### src/rtl/core/eqbs_pkg.sv
// Shared types, constants and op codes of the eight-queens backtracking search.
// No dependencies; the datapath, controller and top level refer to it by scoped names, the testbench imports it.
package eqbs_pkg;

	// Board defaults and fixed field widths
	localparam int BOARD_SIZE_DEF = 8;
	localparam int MAX_ROWS       = 8;
	localparam int COL_FIELD_W    = 3;
	localparam int PACKED_W       = MAX_ROWS * COL_FIELD_W;

	// Op codes of a request beat
	localparam logic [1:0] OP_PLACE = 2'd0;
	localparam logic [1:0] OP_NEXT  = 2'd1;
	localparam logic [1:0] OP_CLEAR = 2'd2;

	// Request payload
	typedef struct packed {
		logic [1:0]             op;
		logic [COL_FIELD_W-1:0] preset_row;
		logic [COL_FIELD_W-1:0] preset_col;
	} req_t;

	// Response payload
	typedef struct packed {
		logic                solution_found;
		logic [PACKED_W-1:0] queen_columns;
	} rsp_t;

	// Controller to datapath commands, at most one set per cycle
	typedef struct packed {
		logic clear;        // reset board and search
		logic place;        // record a preset queen from the request
		logic start;        // first search: row 0, column 0
		logic init_back;    // resume: row at board end, backtrack
		logic dec_row;      // step one row back
		logic load_back;    // lift queen of current row, resume at next column
		logic skip_row;     // pass a fixed row
		logic col_inc;      // try next column
		logic put_queen;    // place queen at current cell, advance row
		logic set_exh;      // mark search exhausted
		logic load_result;  // capture response beat
	} cmd_t;

	// Datapath to controller status
	typedef struct packed {
		logic started;
		logic exhausted;
		logic row_zero;
		logic at_end;
		logic row_fixed;
		logic col_end;
		logic cell_free;
	} sts_t;

endpackage

### src/rtl/core/eqbs_stream_if.sv
// Valid/ready stream channel carrying one payload per beat.
// Depends on nothing; the payload type is given at instantiation.
interface eqbs_stream_if #(parameter type payload_t = logic);
	logic     valid;
	logic     ready;
	payload_t data;

	modport source (output valid, output data, input ready);
	modport sink   (input valid, input data, output ready);
endinterface

### src/rtl/core/eqbs_datapath.sv
// Board state, search counters and response register of the queens search.
// Depends on eqbs_pkg for command, status and field widths.
module eqbs_datapath #(
	parameter int BOARD_SIZE = eqbs_pkg::BOARD_SIZE_DEF
) (
	input  logic                                clk,
	input  logic                                arst_n,
	input  eqbs_pkg::cmd_t                      cmd,
	input  logic [eqbs_pkg::COL_FIELD_W-1:0]    preset_row,
	input  logic [eqbs_pkg::COL_FIELD_W-1:0]    preset_col,
	output eqbs_pkg::sts_t                      sts,
	output logic                                solution_found,
	output logic [eqbs_pkg::PACKED_W-1:0]       queen_columns
);

	localparam int IDX_W  = $clog2(BOARD_SIZE);
	localparam int ROW_W  = $clog2(BOARD_SIZE + 1);
	localparam int DIAG_W = 2 * BOARD_SIZE - 1;
	localparam int DIW    = $clog2(DIAG_W);
	localparam int FW     = eqbs_pkg::COL_FIELD_W;

	logic [BOARD_SIZE-1:0] col_taken_q;
	logic [DIAG_W-1:0]     rise_taken_q;
	logic [DIAG_W-1:0]     fall_taken_q;
	logic [BOARD_SIZE-1:0] fixed_rows_q;
	logic [FW-1:0]         queen_col_q [BOARD_SIZE];
	logic [ROW_W-1:0]      row_q;
	logic [ROW_W-1:0]      col_q;
	logic                  started_q;
	logic                  exhausted_q;
	logic                  rsp_found_q;
	logic [eqbs_pkg::PACKED_W-1:0] rsp_cols_q;

	logic [IDX_W-1:0]      cur_r;
	logic [IDX_W-1:0]      cur_c;
	logic [IDX_W-1:0]      back_c;
	logic [IDX_W-1:0]      mark_r;
	logic [IDX_W-1:0]      mark_c;
	logic [DIW-1:0]        scan_rise;
	logic [DIW-1:0]        scan_fall;
	logic [DIW-1:0]        mark_rise;
	logic [DIW-1:0]        mark_fall;
	logic [DIW-1:0]        back_rise;
	logic [DIW-1:0]        back_fall;
	logic                  preset_ok;
	logic [eqbs_pkg::PACKED_W-1:0] packed_cols;

	function automatic logic [DIAG_W-1:0] diag_bit(input logic [DIW-1:0] idx);
		return DIAG_W'(1) << idx;
	endfunction

	function automatic logic [DIW-1:0] rise_idx(input logic [IDX_W-1:0] r,
		input logic [IDX_W-1:0] c);
		return DIW'(r) + DIW'(c);
	endfunction

	function automatic logic [DIW-1:0] fall_idx(input logic [IDX_W-1:0] r,
		input logic [IDX_W-1:0] c);
		return DIW'(r) + DIW'(BOARD_SIZE - 1) - DIW'(c);
	endfunction

	// Decode cell coordinates for scan, backtrack and mark paths
	assign cur_r     = row_q[IDX_W-1:0];
	assign cur_c     = col_q[IDX_W-1:0];
	assign back_c    = queen_col_q[cur_r][IDX_W-1:0];
	assign mark_r    = cmd.place ? preset_row[IDX_W-1:0] : cur_r;
	assign mark_c    = cmd.place ? preset_col[IDX_W-1:0] : cur_c;
	assign scan_rise = rise_idx(cur_r, cur_c);
	assign scan_fall = fall_idx(cur_r, cur_c);
	assign mark_rise = rise_idx(mark_r, mark_c);
	assign mark_fall = fall_idx(mark_r, mark_c);
	assign back_rise = rise_idx(cur_r, back_c);
	assign back_fall = fall_idx(cur_r, back_c);
	assign preset_ok = (int'(preset_row) < BOARD_SIZE) && (int'(preset_col) < BOARD_SIZE);

	// Pack queen columns, rows past the board stay zero
	always_comb begin
		packed_cols = '0;
		for (int k = 0; k < BOARD_SIZE; k++) begin
			packed_cols[k*FW +: FW] = queen_col_q[k];
		end
	end

	// Report status to the controller
	assign sts.started   = started_q;
	assign sts.exhausted = exhausted_q;
	assign sts.row_zero  = (row_q == '0);
	assign sts.at_end    = (row_q == ROW_W'(BOARD_SIZE));
	assign sts.row_fixed = fixed_rows_q[cur_r];
	assign sts.col_end   = (col_q == ROW_W'(BOARD_SIZE));
	assign sts.cell_free = !col_taken_q[cur_c] && !rise_taken_q[scan_rise]
		&& !fall_taken_q[scan_fall];

	// Update board and search position
	always_ff @(posedge clk or negedge arst_n) begin
		if (!arst_n) begin
			col_taken_q  <= '0;
			rise_taken_q <= '0;
			fall_taken_q <= '0;
			fixed_rows_q <= '0;
			for (int k = 0; k < BOARD_SIZE; k++) queen_col_q[k] <= '0;
			row_q        <= '0;
			col_q        <= '0;
			started_q    <= 1'b0;
			exhausted_q  <= 1'b0;
		end else begin
			priority if (cmd.clear) begin
				col_taken_q  <= '0;
				rise_taken_q <= '0;
				fall_taken_q <= '0;
				fixed_rows_q <= '0;
				for (int k = 0; k < BOARD_SIZE; k++) queen_col_q[k] <= '0;
				row_q        <= '0;
				col_q        <= '0;
				started_q    <= 1'b0;
				exhausted_q  <= 1'b0;
			end else if (cmd.place) begin
				if (preset_ok) begin
					fixed_rows_q[mark_r] <= 1'b1;
					col_taken_q[mark_c]  <= 1'b1;
					rise_taken_q         <= rise_taken_q | diag_bit(mark_rise);
					fall_taken_q         <= fall_taken_q | diag_bit(mark_fall);
					queen_col_q[mark_r]  <= preset_col;
				end
			end else if (cmd.start) begin
				started_q <= 1'b1;
				row_q     <= '0;
				col_q     <= '0;
			end else if (cmd.init_back) begin
				row_q <= ROW_W'(BOARD_SIZE);
			end else if (cmd.dec_row) begin
				row_q <= row_q - ROW_W'(1);
			end else if (cmd.load_back) begin
				col_taken_q[back_c] <= 1'b0;
				rise_taken_q        <= rise_taken_q & ~diag_bit(back_rise);
				fall_taken_q        <= fall_taken_q & ~diag_bit(back_fall);
				col_q               <= ROW_W'(back_c) + ROW_W'(1);
			end else if (cmd.skip_row) begin
				row_q <= row_q + ROW_W'(1);
				col_q <= '0;
			end else if (cmd.col_inc) begin
				col_q <= col_q + ROW_W'(1);
			end else if (cmd.put_queen) begin
				queen_col_q[cur_r]  <= FW'(cur_c);
				col_taken_q[cur_c]  <= 1'b1;
				rise_taken_q        <= rise_taken_q | diag_bit(scan_rise);
				fall_taken_q        <= fall_taken_q | diag_bit(scan_fall);
				row_q               <= row_q + ROW_W'(1);
				col_q               <= '0;
			end else if (cmd.set_exh) begin
				exhausted_q <= 1'b1;
			end
		end
	end

	// Capture the response beat
	always_ff @(posedge clk) begin
		if (cmd.load_result) begin
			rsp_found_q <= !exhausted_q;
			rsp_cols_q  <= exhausted_q ? '0 : packed_cols;
		end
	end

	assign solution_found = rsp_found_q;
	assign queen_columns  = rsp_cols_q;

endmodule

### src/rtl/core/eqbs_ctrl.sv
// Controller state machine of the queens search: decodes requests, walks the
// backtracking loop one step a cycle and hands over the response beat.
// Depends on eqbs_pkg for op codes, commands and status.
module eqbs_ctrl (
	input  logic           clk,
	input  logic           arst_n,
	input  logic           req_valid,
	input  logic [1:0]     req_op,
	output logic           req_ready,
	output logic           rsp_valid,
	input  logic           rsp_ready,
	input  eqbs_pkg::sts_t sts,
	output eqbs_pkg::cmd_t cmd
);

	typedef enum logic [2:0] {
		S_IDLE,
		S_ADV,
		S_SCAN,
		S_BACK,
		S_BCHK,
		S_RESP
	} state_t;

	state_t state_q;
	state_t state_d;
	logic   rsp_valid_q;
	logic   rsp_free;

	assign rsp_free  = !rsp_valid_q || rsp_ready;
	assign req_ready = (state_q == S_IDLE);
	assign rsp_valid = rsp_valid_q;

	// Decode commands and next state
	always_comb begin
		cmd     = '0;
		state_d = state_q;
		unique case (state_q)
			S_IDLE: begin
				if (req_valid) begin
					unique case (req_op)
						eqbs_pkg::OP_PLACE: cmd.place = !sts.started;
						eqbs_pkg::OP_CLEAR: cmd.clear = 1'b1;
						eqbs_pkg::OP_NEXT: begin
							priority if (sts.started && sts.exhausted) begin
								state_d = S_RESP;
							end else if (!sts.started) begin
								cmd.start = 1'b1;
								state_d   = S_ADV;
							end else begin
								cmd.init_back = 1'b1;
								state_d       = S_BACK;
							end
						end
						default: ;
					endcase
				end
			end
			S_ADV: begin
				priority if (sts.at_end) begin
					state_d = S_RESP;
				end else if (sts.row_fixed) begin
					cmd.skip_row = 1'b1;
				end else begin
					state_d = S_SCAN;
				end
			end
			S_SCAN: begin
				priority if (sts.col_end) begin
					state_d = S_BACK;
				end else if (sts.cell_free) begin
					cmd.put_queen = 1'b1;
					state_d       = S_ADV;
				end else begin
					cmd.col_inc = 1'b1;
				end
			end
			S_BACK: begin
				if (sts.row_zero) begin
					cmd.set_exh = 1'b1;
					state_d     = S_RESP;
				end else begin
					cmd.dec_row = 1'b1;
					state_d     = S_BCHK;
				end
			end
			S_BCHK: begin
				if (sts.row_fixed) begin
					state_d = S_BACK;
				end else begin
					cmd.load_back = 1'b1;
					state_d       = S_SCAN;
				end
			end
			S_RESP: begin
				if (rsp_free) begin
					cmd.load_result = 1'b1;
					state_d         = S_IDLE;
				end
			end
			default: state_d = S_IDLE;
		endcase
	end

	// Hold state and response valid
	always_ff @(posedge clk or negedge arst_n) begin
		if (!arst_n) begin
			state_q     <= S_IDLE;
			rsp_valid_q <= 1'b0;
		end else begin
			state_q <= state_d;
			if (cmd.load_result) begin
				rsp_valid_q <= 1'b1;
			end else if (rsp_ready) begin
				rsp_valid_q <= 1'b0;
			end
		end
	end

	// A response appears only out of the response state
	a_rsp_from_resp: assert property (@(posedge clk) disable iff (!arst_n)
		$rose(rsp_valid_q) |-> $past(state_q == S_RESP))
		else $error("response raised outside response state");

	// The search loop runs only on a started board
	a_search_started: assert property (@(posedge clk) disable iff (!arst_n)
		(state_q == S_ADV || state_q == S_SCAN || state_q == S_BACK || state_q == S_BCHK)
		|-> sts.started)
		else $error("search step on a board that was not started");

	// Column scan and backtrack check stay on a board row
	a_scan_on_board: assert property (@(posedge clk) disable iff (!arst_n)
		(state_q == S_SCAN || state_q == S_BCHK) |-> !sts.at_end)
		else $error("cell scan past the last row");

	// An exhausted search leaves straight through the response state
	a_exh_to_resp: assert property (@(posedge clk) disable iff (!arst_n)
		cmd.set_exh |=> (state_q == S_RESP) && sts.exhausted)
		else $error("exhaustion not followed by response");

endmodule

### src/rtl/core/eight_queens_backtrack_search.sv
// Top level of the eight-queens backtracking search.
// Depends on eqbs_pkg, eqbs_stream_if, eqbs_ctrl and eqbs_datapath.
//
// Usage:
//   req carries one request beat: op, preset_row, preset_col. A place beat
//   fixes a row with a queen before the search starts; a clear beat resets
//   the board and the search; a next beat resumes the depth-first search.
//   Each place or clear beat gives no response.
//   rsp carries one beat per next request: solution_found and the packed
//   columns, row r in bits 3r+2..3r, zero when the search is exhausted.
//   A next request is worked by the controller loop one cell test at a time.
//   req is ready only between requests; one request is worked at a time.
//   A finished response waits in the output register while the next request
//   is taken; a further response waits until rsp.ready drains the first.
//   Reset (arst_n low) clears the board, the search and the output valid.
module eight_queens_backtrack_search #(
	parameter int BOARD_SIZE = eqbs_pkg::BOARD_SIZE_DEF
) (
	input logic          clk,
	input logic          arst_n,
	eqbs_stream_if.sink   req,
	eqbs_stream_if.source rsp
);

	eqbs_pkg::cmd_t cmd;
	eqbs_pkg::sts_t sts;
	logic           req_ready;
	logic           rsp_valid;
	logic           found;
	logic [eqbs_pkg::PACKED_W-1:0] cols;

	// Sequence requests and the search loop
	eqbs_ctrl u_ctrl (
		.clk       (clk),
		.arst_n    (arst_n),
		.req_valid (req.valid),
		.req_op    (req.data.op),
		.req_ready (req_ready),
		.rsp_valid (rsp_valid),
		.rsp_ready (rsp.ready),
		.sts       (sts),
		.cmd       (cmd)
	);

	// Hold the board and build the response
	eqbs_datapath #(
		.BOARD_SIZE (BOARD_SIZE)
	) u_datapath (
		.clk            (clk),
		.arst_n         (arst_n),
		.cmd            (cmd),
		.preset_row     (req.data.preset_row),
		.preset_col     (req.data.preset_col),
		.sts            (sts),
		.solution_found (found),
		.queen_columns  (cols)
	);

	assign req.ready                = req_ready;
	assign rsp.valid                = rsp_valid;
	assign rsp.data.solution_found  = found;
	assign rsp.data.queen_columns   = cols;

endmodule

### src/flat_wrapper.sv
// flat-port wrapper written by rule: the top's interface ports become plain ports
module eight_queens_backtrack_search_flat import eqbs_pkg::*;
#(
	parameter int BOARD_SIZE = eqbs_pkg::BOARD_SIZE_DEF
)
  (clk, arst_n, req_valid, req_data, req_ready, rsp_valid, rsp_data, rsp_ready);
  eqbs_stream_if #(.payload_t(req_t)) req_i ();
  eqbs_stream_if #(.payload_t(rsp_t)) rsp_i ();
  input logic clk;
  input logic arst_n;
  input wire logic [$bits(req_i.valid)-1:0] req_valid;
  input wire logic [$bits(req_i.data)-1:0] req_data;
  output wire logic [$bits(req_i.ready)-1:0] req_ready;
  output wire logic [$bits(rsp_i.valid)-1:0] rsp_valid;
  output wire logic [$bits(rsp_i.data)-1:0] rsp_data;
  input wire logic [$bits(rsp_i.ready)-1:0] rsp_ready;
  assign req_i.valid = req_valid;
  assign req_i.data = req_data;
  assign req_ready = req_i.ready;
  assign rsp_valid = rsp_i.valid;
  assign rsp_data = rsp_i.data;
  assign rsp_i.ready = rsp_ready;
  eight_queens_backtrack_search #(.BOARD_SIZE(BOARD_SIZE)) u_core (.clk(clk), .arst_n(arst_n), .req(req_i), .rsp(rsp_i));
endmodule
### config.mk
export PLATFORM = sky130hd
export DESIGN_NAME = eight_queens_backtrack_search_flat
export DESIGN_NICKNAME = d
export VERILOG_FILES = /design/src/rtl/core/eqbs_pkg.sv /design/src/rtl/core/eqbs_stream_if.sv /design/src/rtl/core/eqbs_datapath.sv /design/src/rtl/core/eqbs_ctrl.sv /design/src/rtl/core/eight_queens_backtrack_search.sv /design/src/flat_wrapper.sv
export SDC_FILE = /design/constraint.sdc
export NUM_CORES = 1
export LEC_CHECK = 0
export BUFFER_PORTS_ARGS = -buffer_cell sky130_fd_sc_hd__buf_2
export CORE_MARGIN = 8
export CORE_UTILIZATION = 43
export CTS_CLUSTER_DIAMETER = 50
export CTS_CLUSTER_SIZE = 8
export DETAILED_ROUTE_END_ITERATION = 8
export PLACE_DENSITY = 0.7
export SYNTH_ARGS = -nofsm -noshare
export SYNTH_HDL_FRONTEND = slang
export SYNTH_SLANG_ARGS = --single-unit
### constraint.sdc
create_clock -name clk -period 3.9 [get_ports clk]
set_input_delay 0.195 -clock clk [delete_from_list [all_inputs] [get_ports clk]]
set_output_delay 0.195 -clock clk [all_outputs]
set_load 0.01 [all_outputs]
==> results by group <==
Run status
  – Status: completed

Worst setup path
  – Crit path launch type: flop
  – Critical path endpoint: u_core.u_datapath.packed_cols[13]
  – Worst R2R Path Depth: 10
  – Worst Path Required: 4160 ps
  – Crit-path cells: inv_1 > ha_1 > fa_1 > mux2i_1 > mux2_4 > a32oi_1 > or3_1 > and2_1 > o31ai_2 > mux2_2
  – Slowest CP cell: fa_1
  – Setup CP Type: reg2reg
  – Crit path largest cell delay: 720 ps
  – Worst setup EP type: flop
  – CP Launch Point: u_core.u_datapath.row_q[0]
  – R2R Path End: u_core.u_datapath.packed_cols[13]
  – Crit Path Max Fanout: 8
  – Reg2reg start: u_core.u_datapath.row_q[0]
  – Reg2reg setup slack: 150 ps
  – Worst path arrival time: 4000 ps

Drt
  – Initial drt markers: 915
  – Wire per inst: 21.6 µm
  – Vias per cell: 6.51
  – Final wirelength: 24800 µm
  – DRC Markers: 0
  – Metal-1 WL: 10700 µm
  – DR WL met3: 2270 µm
  – First-pass DRT Iterations: 7
  – Via count: 7485
  – ANT nets after route: 0
  – Met2 wire len: 11200 µm
  – Top Metal Used: met4

Global routing
  – Total grt overflow: 0
  – Vias in the first global route: 7081
  – Largest net degree at the start of global routing: 52
  – Global-route wire length before repair: 39100 µm
  – Initial antenna violation count: 0
  – Overall global routing resource usage: 21.8%

Timing
  – Hold slack: 154 ps
  – Tcrit/Tclk final: 96.0%
  – Max Clk Rate: 267 MHz
  – Unrepaired setup endpoints after global routing: false
  – Worst slew pin tran: 897 ps
  – Rel. slew slack: 40.2%
  – Sum of negative setup slack: 0 ps
  – Minimum clock period: 3750 ps
  – Final Hold Fails: 0
  – # setup viols final: 0
  – Final Skew: 11.0 ps
  – Max-slew violation count: 0

Power and ir drop
  – LEAKAGE: 3.68 nW
  – Combinational share of power: 70.1%
  – Pwr Total: 9.20 mW
  – Switch share: 52.8%
  – Total internal power: 4.34 mW
  – Flop pwr share: 19.6%
  – Max IR drop VDD: 550 µV
  – Clock power frac: 10.4%
  – Power per cell area: 1040 nW/µm²
  – Switching power: 4.86 mW

Clock network
  – Clk buf depth: 2
  – Clock Latency Late Sink: 370 ps
  – CTS root buf: clkbuf_16
  – Clock sinks: 109
  – CTS tree: done
  – Clock H-tree levels: 3
  – Worst-path clk slew: 90 ps
  – Setup Fix Bufs, Post-CTS: 0
  – Cts bufs inserted: 9

Synthesis
  – Syn Inst Count: 868
  – Netlist Area Pre-Place: 7850 µm²
  – Post-synthesis async set-or-reset flop share: 77.1%
  – Sequential share of the synthesized area: 36.4%
  – Number of flops mapped to enable cells by yosys: 25
  – Synth Flop Type: dfrtp_1
  – Syn. warnings: 0
  – Yosys reg bits: 109
  – Synthesized Nets: 910
  – Avg Cell Area, Syn: 9.04 µm²
  – Synth cell types: 82

Placement
  – Dpl hpwl: 17800 µm
  – Final GP Congestion: 0.946
  – Post-place instance area: 8540 µm²
  – IO buf count: 38

Finish
  – Layout cell share with drive strength beyond 1: 17.7%
  – Antenna cells: 0
  – Multi-input logic area: 4650 µm²
  – Fin nets: 957
  – Fillers: 1673
  – FF/Latch Area: 2850 µm²
  – Final instance area: 8870 µm²
  – Synth-to-layout area growth: 13.0%
  – Fin util: 49.4%

Floorplanning
  – Ports: 39
  – Initial Util: 43.7%
  – Die area: 22800 µm²
  – Vert. Die Dim: 151 µm
  – DIE WIDTH: 151 µm
  – Cell Rows: 49
  – Placeable Area: 18000 µm²

Flow run
  – Max-cap violations: 0

Hold path
  – Hold/Removal Path Class: in2reg
metal layers:
layer / track usage [%] / vias to the layer above
li1: - / 3356
met1: 29.8 / 3639
met2: 34.0 / 429
met3: 4.18 / 61
met4: 7.52 / 0
met5: 0 / -
worst max-delay path: cells and delay by family (launching register included):
family,cells,cell delay [ps]
adder cells (fa/ha/maj),2,1080
AO/OA/AOI/OAI,2,440
multiplexers,3,770
buffers and inverters,1,70
flip-flops,1,390
AND/OR/NAND/NOR,2,890
power by group through the flow:
| stage | Combinational [mW] | Sequential [mW] | Clock, mW |
|---|---|---|---|
| global route | 6.88 | 1.83 | 1.00 |
| CTS | 6.27 | 1.79 | 0.969 |
| floorplan | 4.36 | 1.71 | 0 |
| global placement | 6.16 | 1.80 | 0 |
| detailed placement | 6.23 | 1.81 | 0 |
| finish | 6.44 | 1.80 | 0.956 |
how the worst min path moves through the flow:
stage               from                                  to  slack [ps]  cells after the start
6_report       rsp_ready             u_core.u_ctrl.rsp_valid         150                      3
5_1_grt        rsp_ready             u_core.u_ctrl.rsp_valid         170                      3
4_1_cts        rsp_ready             u_core.u_ctrl.rsp_valid         150                      3
3_5_place_dp      arst_n  u_core.u_datapath.fall_taken_q[12]         300                      1
3_3_place_gp      arst_n  u_core.u_datapath.fall_taken_q[12]         300                      1
2_1_floorplan     arst_n             u_core.u_ctrl.rsp_valid        -100                      0
sequential cells by signal (all words and copies together) (netlist names):
signal                            count
u_core.u_datapath.packed_cols        24
u_core.u_datapath.queen_columns      24
u_core.u_datapath.fall_taken_q       15
u_core.u_datapath.rise_taken_q       15
u_core.u_datapath.col_taken_q         8
u_core.u_datapath.fixed_rows_q        8
u_core.u_datapath.col_q               4
u_core.u_datapath.row_q               4
u_core.u_ctrl.state_q                 3
u_core.u_ctrl.rsp_valid               1
u_core.u_datapath.exhausted_q         1
u_core.u_datapath.solution_found      1
u_core.u_datapath.started_q           1
cell usage after synthesis (6+ instances only):
master / count / area share, %
xnor2_1: 7 / 0.78
a31oi_1: 25 / 2.0
edfxtp_1: 25 / 9.6
clkbuf_1: 46 / 2.2
nor3b_1: 6 / 0.57
nand4_1: 11 / 0.88
nor2_1: 65 / 3.1
inv_1: 32 / 1.5
or3_1: 7 / 0.56
mux2_2: 15 / 2.2
mux2i_1: 16 / 2.0
nand3_1: 45 / 2.9
nand2_1: 73 / 3.5
nand2b_1: 6 / 0.48
xor2_1: 8 / 0.89
a21o_1: 7 / 0.67
ha_1: 23 / 3.7
dfrtp_1: 84 / 27
o31ai_1: 8 / 0.77
and2_1: 6 / 0.48
mux4_2: 9 / 2.6
buf_2: 9 / 0.57
o22ai_1: 8 / 0.64
o32a_1: 13 / 1.7
and3_1: 7 / 0.56
o32ai_1: 9 / 1.0
a21oi_1: 63 / 4.0
o21ai_0: 34 / 2.2
a32o_1: 16 / 2.0
nor2b_1: 44 / 3.5
fa_1: 7 / 1.8
nor3_1: 29 / 1.8
cells by family (layout without fill, tap and decap cells):
group                      Yosys count  count (layout)  share of synthesized area (%)
and+or+nand+nor                    318             318                           20.4
adders and majority gates           30              30                           5.45
muxes                               44              44                           7.40
DFF                                109             109                           36.4
xor gates and xnor gates            16              16                           1.88
AOI/OAI and AO/OA                  258             258                           23.8
buffers and inverters               93             145                           4.74
through the flow:
| step | cells | worst slack [ps] |
|---|---|---|
| final | 1149 | 155 |
| after global routing | 1149 | 6.32 |
| after CTS | 1149 | 185 |
| after detailed placement | 1132 | 210 |
| after global placement | 1132 | 282 |
| after floorplan | 868 | 35.6 |
final cells by class:
type / instances / share of cell area [%]
Multi-Input combinational cell: 666 / 52.5
Tap cell: 229 / 3.23
Sequential cell: 109 / 32.2
Inverter: 32 / 1.35
Timing Repair Buffer: 97 / 7.34
Clock inverter: 7 / 0.875
Clock buffer: 9 / 2.54
layout by cell type (no fill, tap or decap), types with 5 or more instances in the layout:
cell type,instances
ha_1,23
mux2_2,15
a32o_1,16
a21o_1,7
clkbuf_16,9
nand4_1,11
o32a_1,13
o21ai_0,33
nor3_1,28
and2_1,6
dfrtp_1,84
nand2_1,73
xnor2_1,7
nand3_1,44
o22ai_1,8
nand2b_1,6
a31oi_1,24
nor2_1,64
o32ai_1,9
o211ai_1,5
a211o_1,5
inv_1,32
o31ai_1,8
o21bai_1,5
nor3b_1,6
and3_1,7
buf_2,37
mux4_2,9
xor2_1,7
nor2b_1,43
a21oi_1,63
buf_4,58
or3_1,7
mux2i_1,16
fa_1,7
nand3b_1,5
edfxtp_1,25
a211oi_1,5
o311ai_0,5
repair_timing:
action / 4_1_cts / 5_1_grt
hold endpoints to repair: 50 / 0
hold buffers: 1 / 0
endpoints found under the setup margin: 0 / 3
resized for setup: 0 / 3
Note: power is estimated with default switching activity, not from simulation.
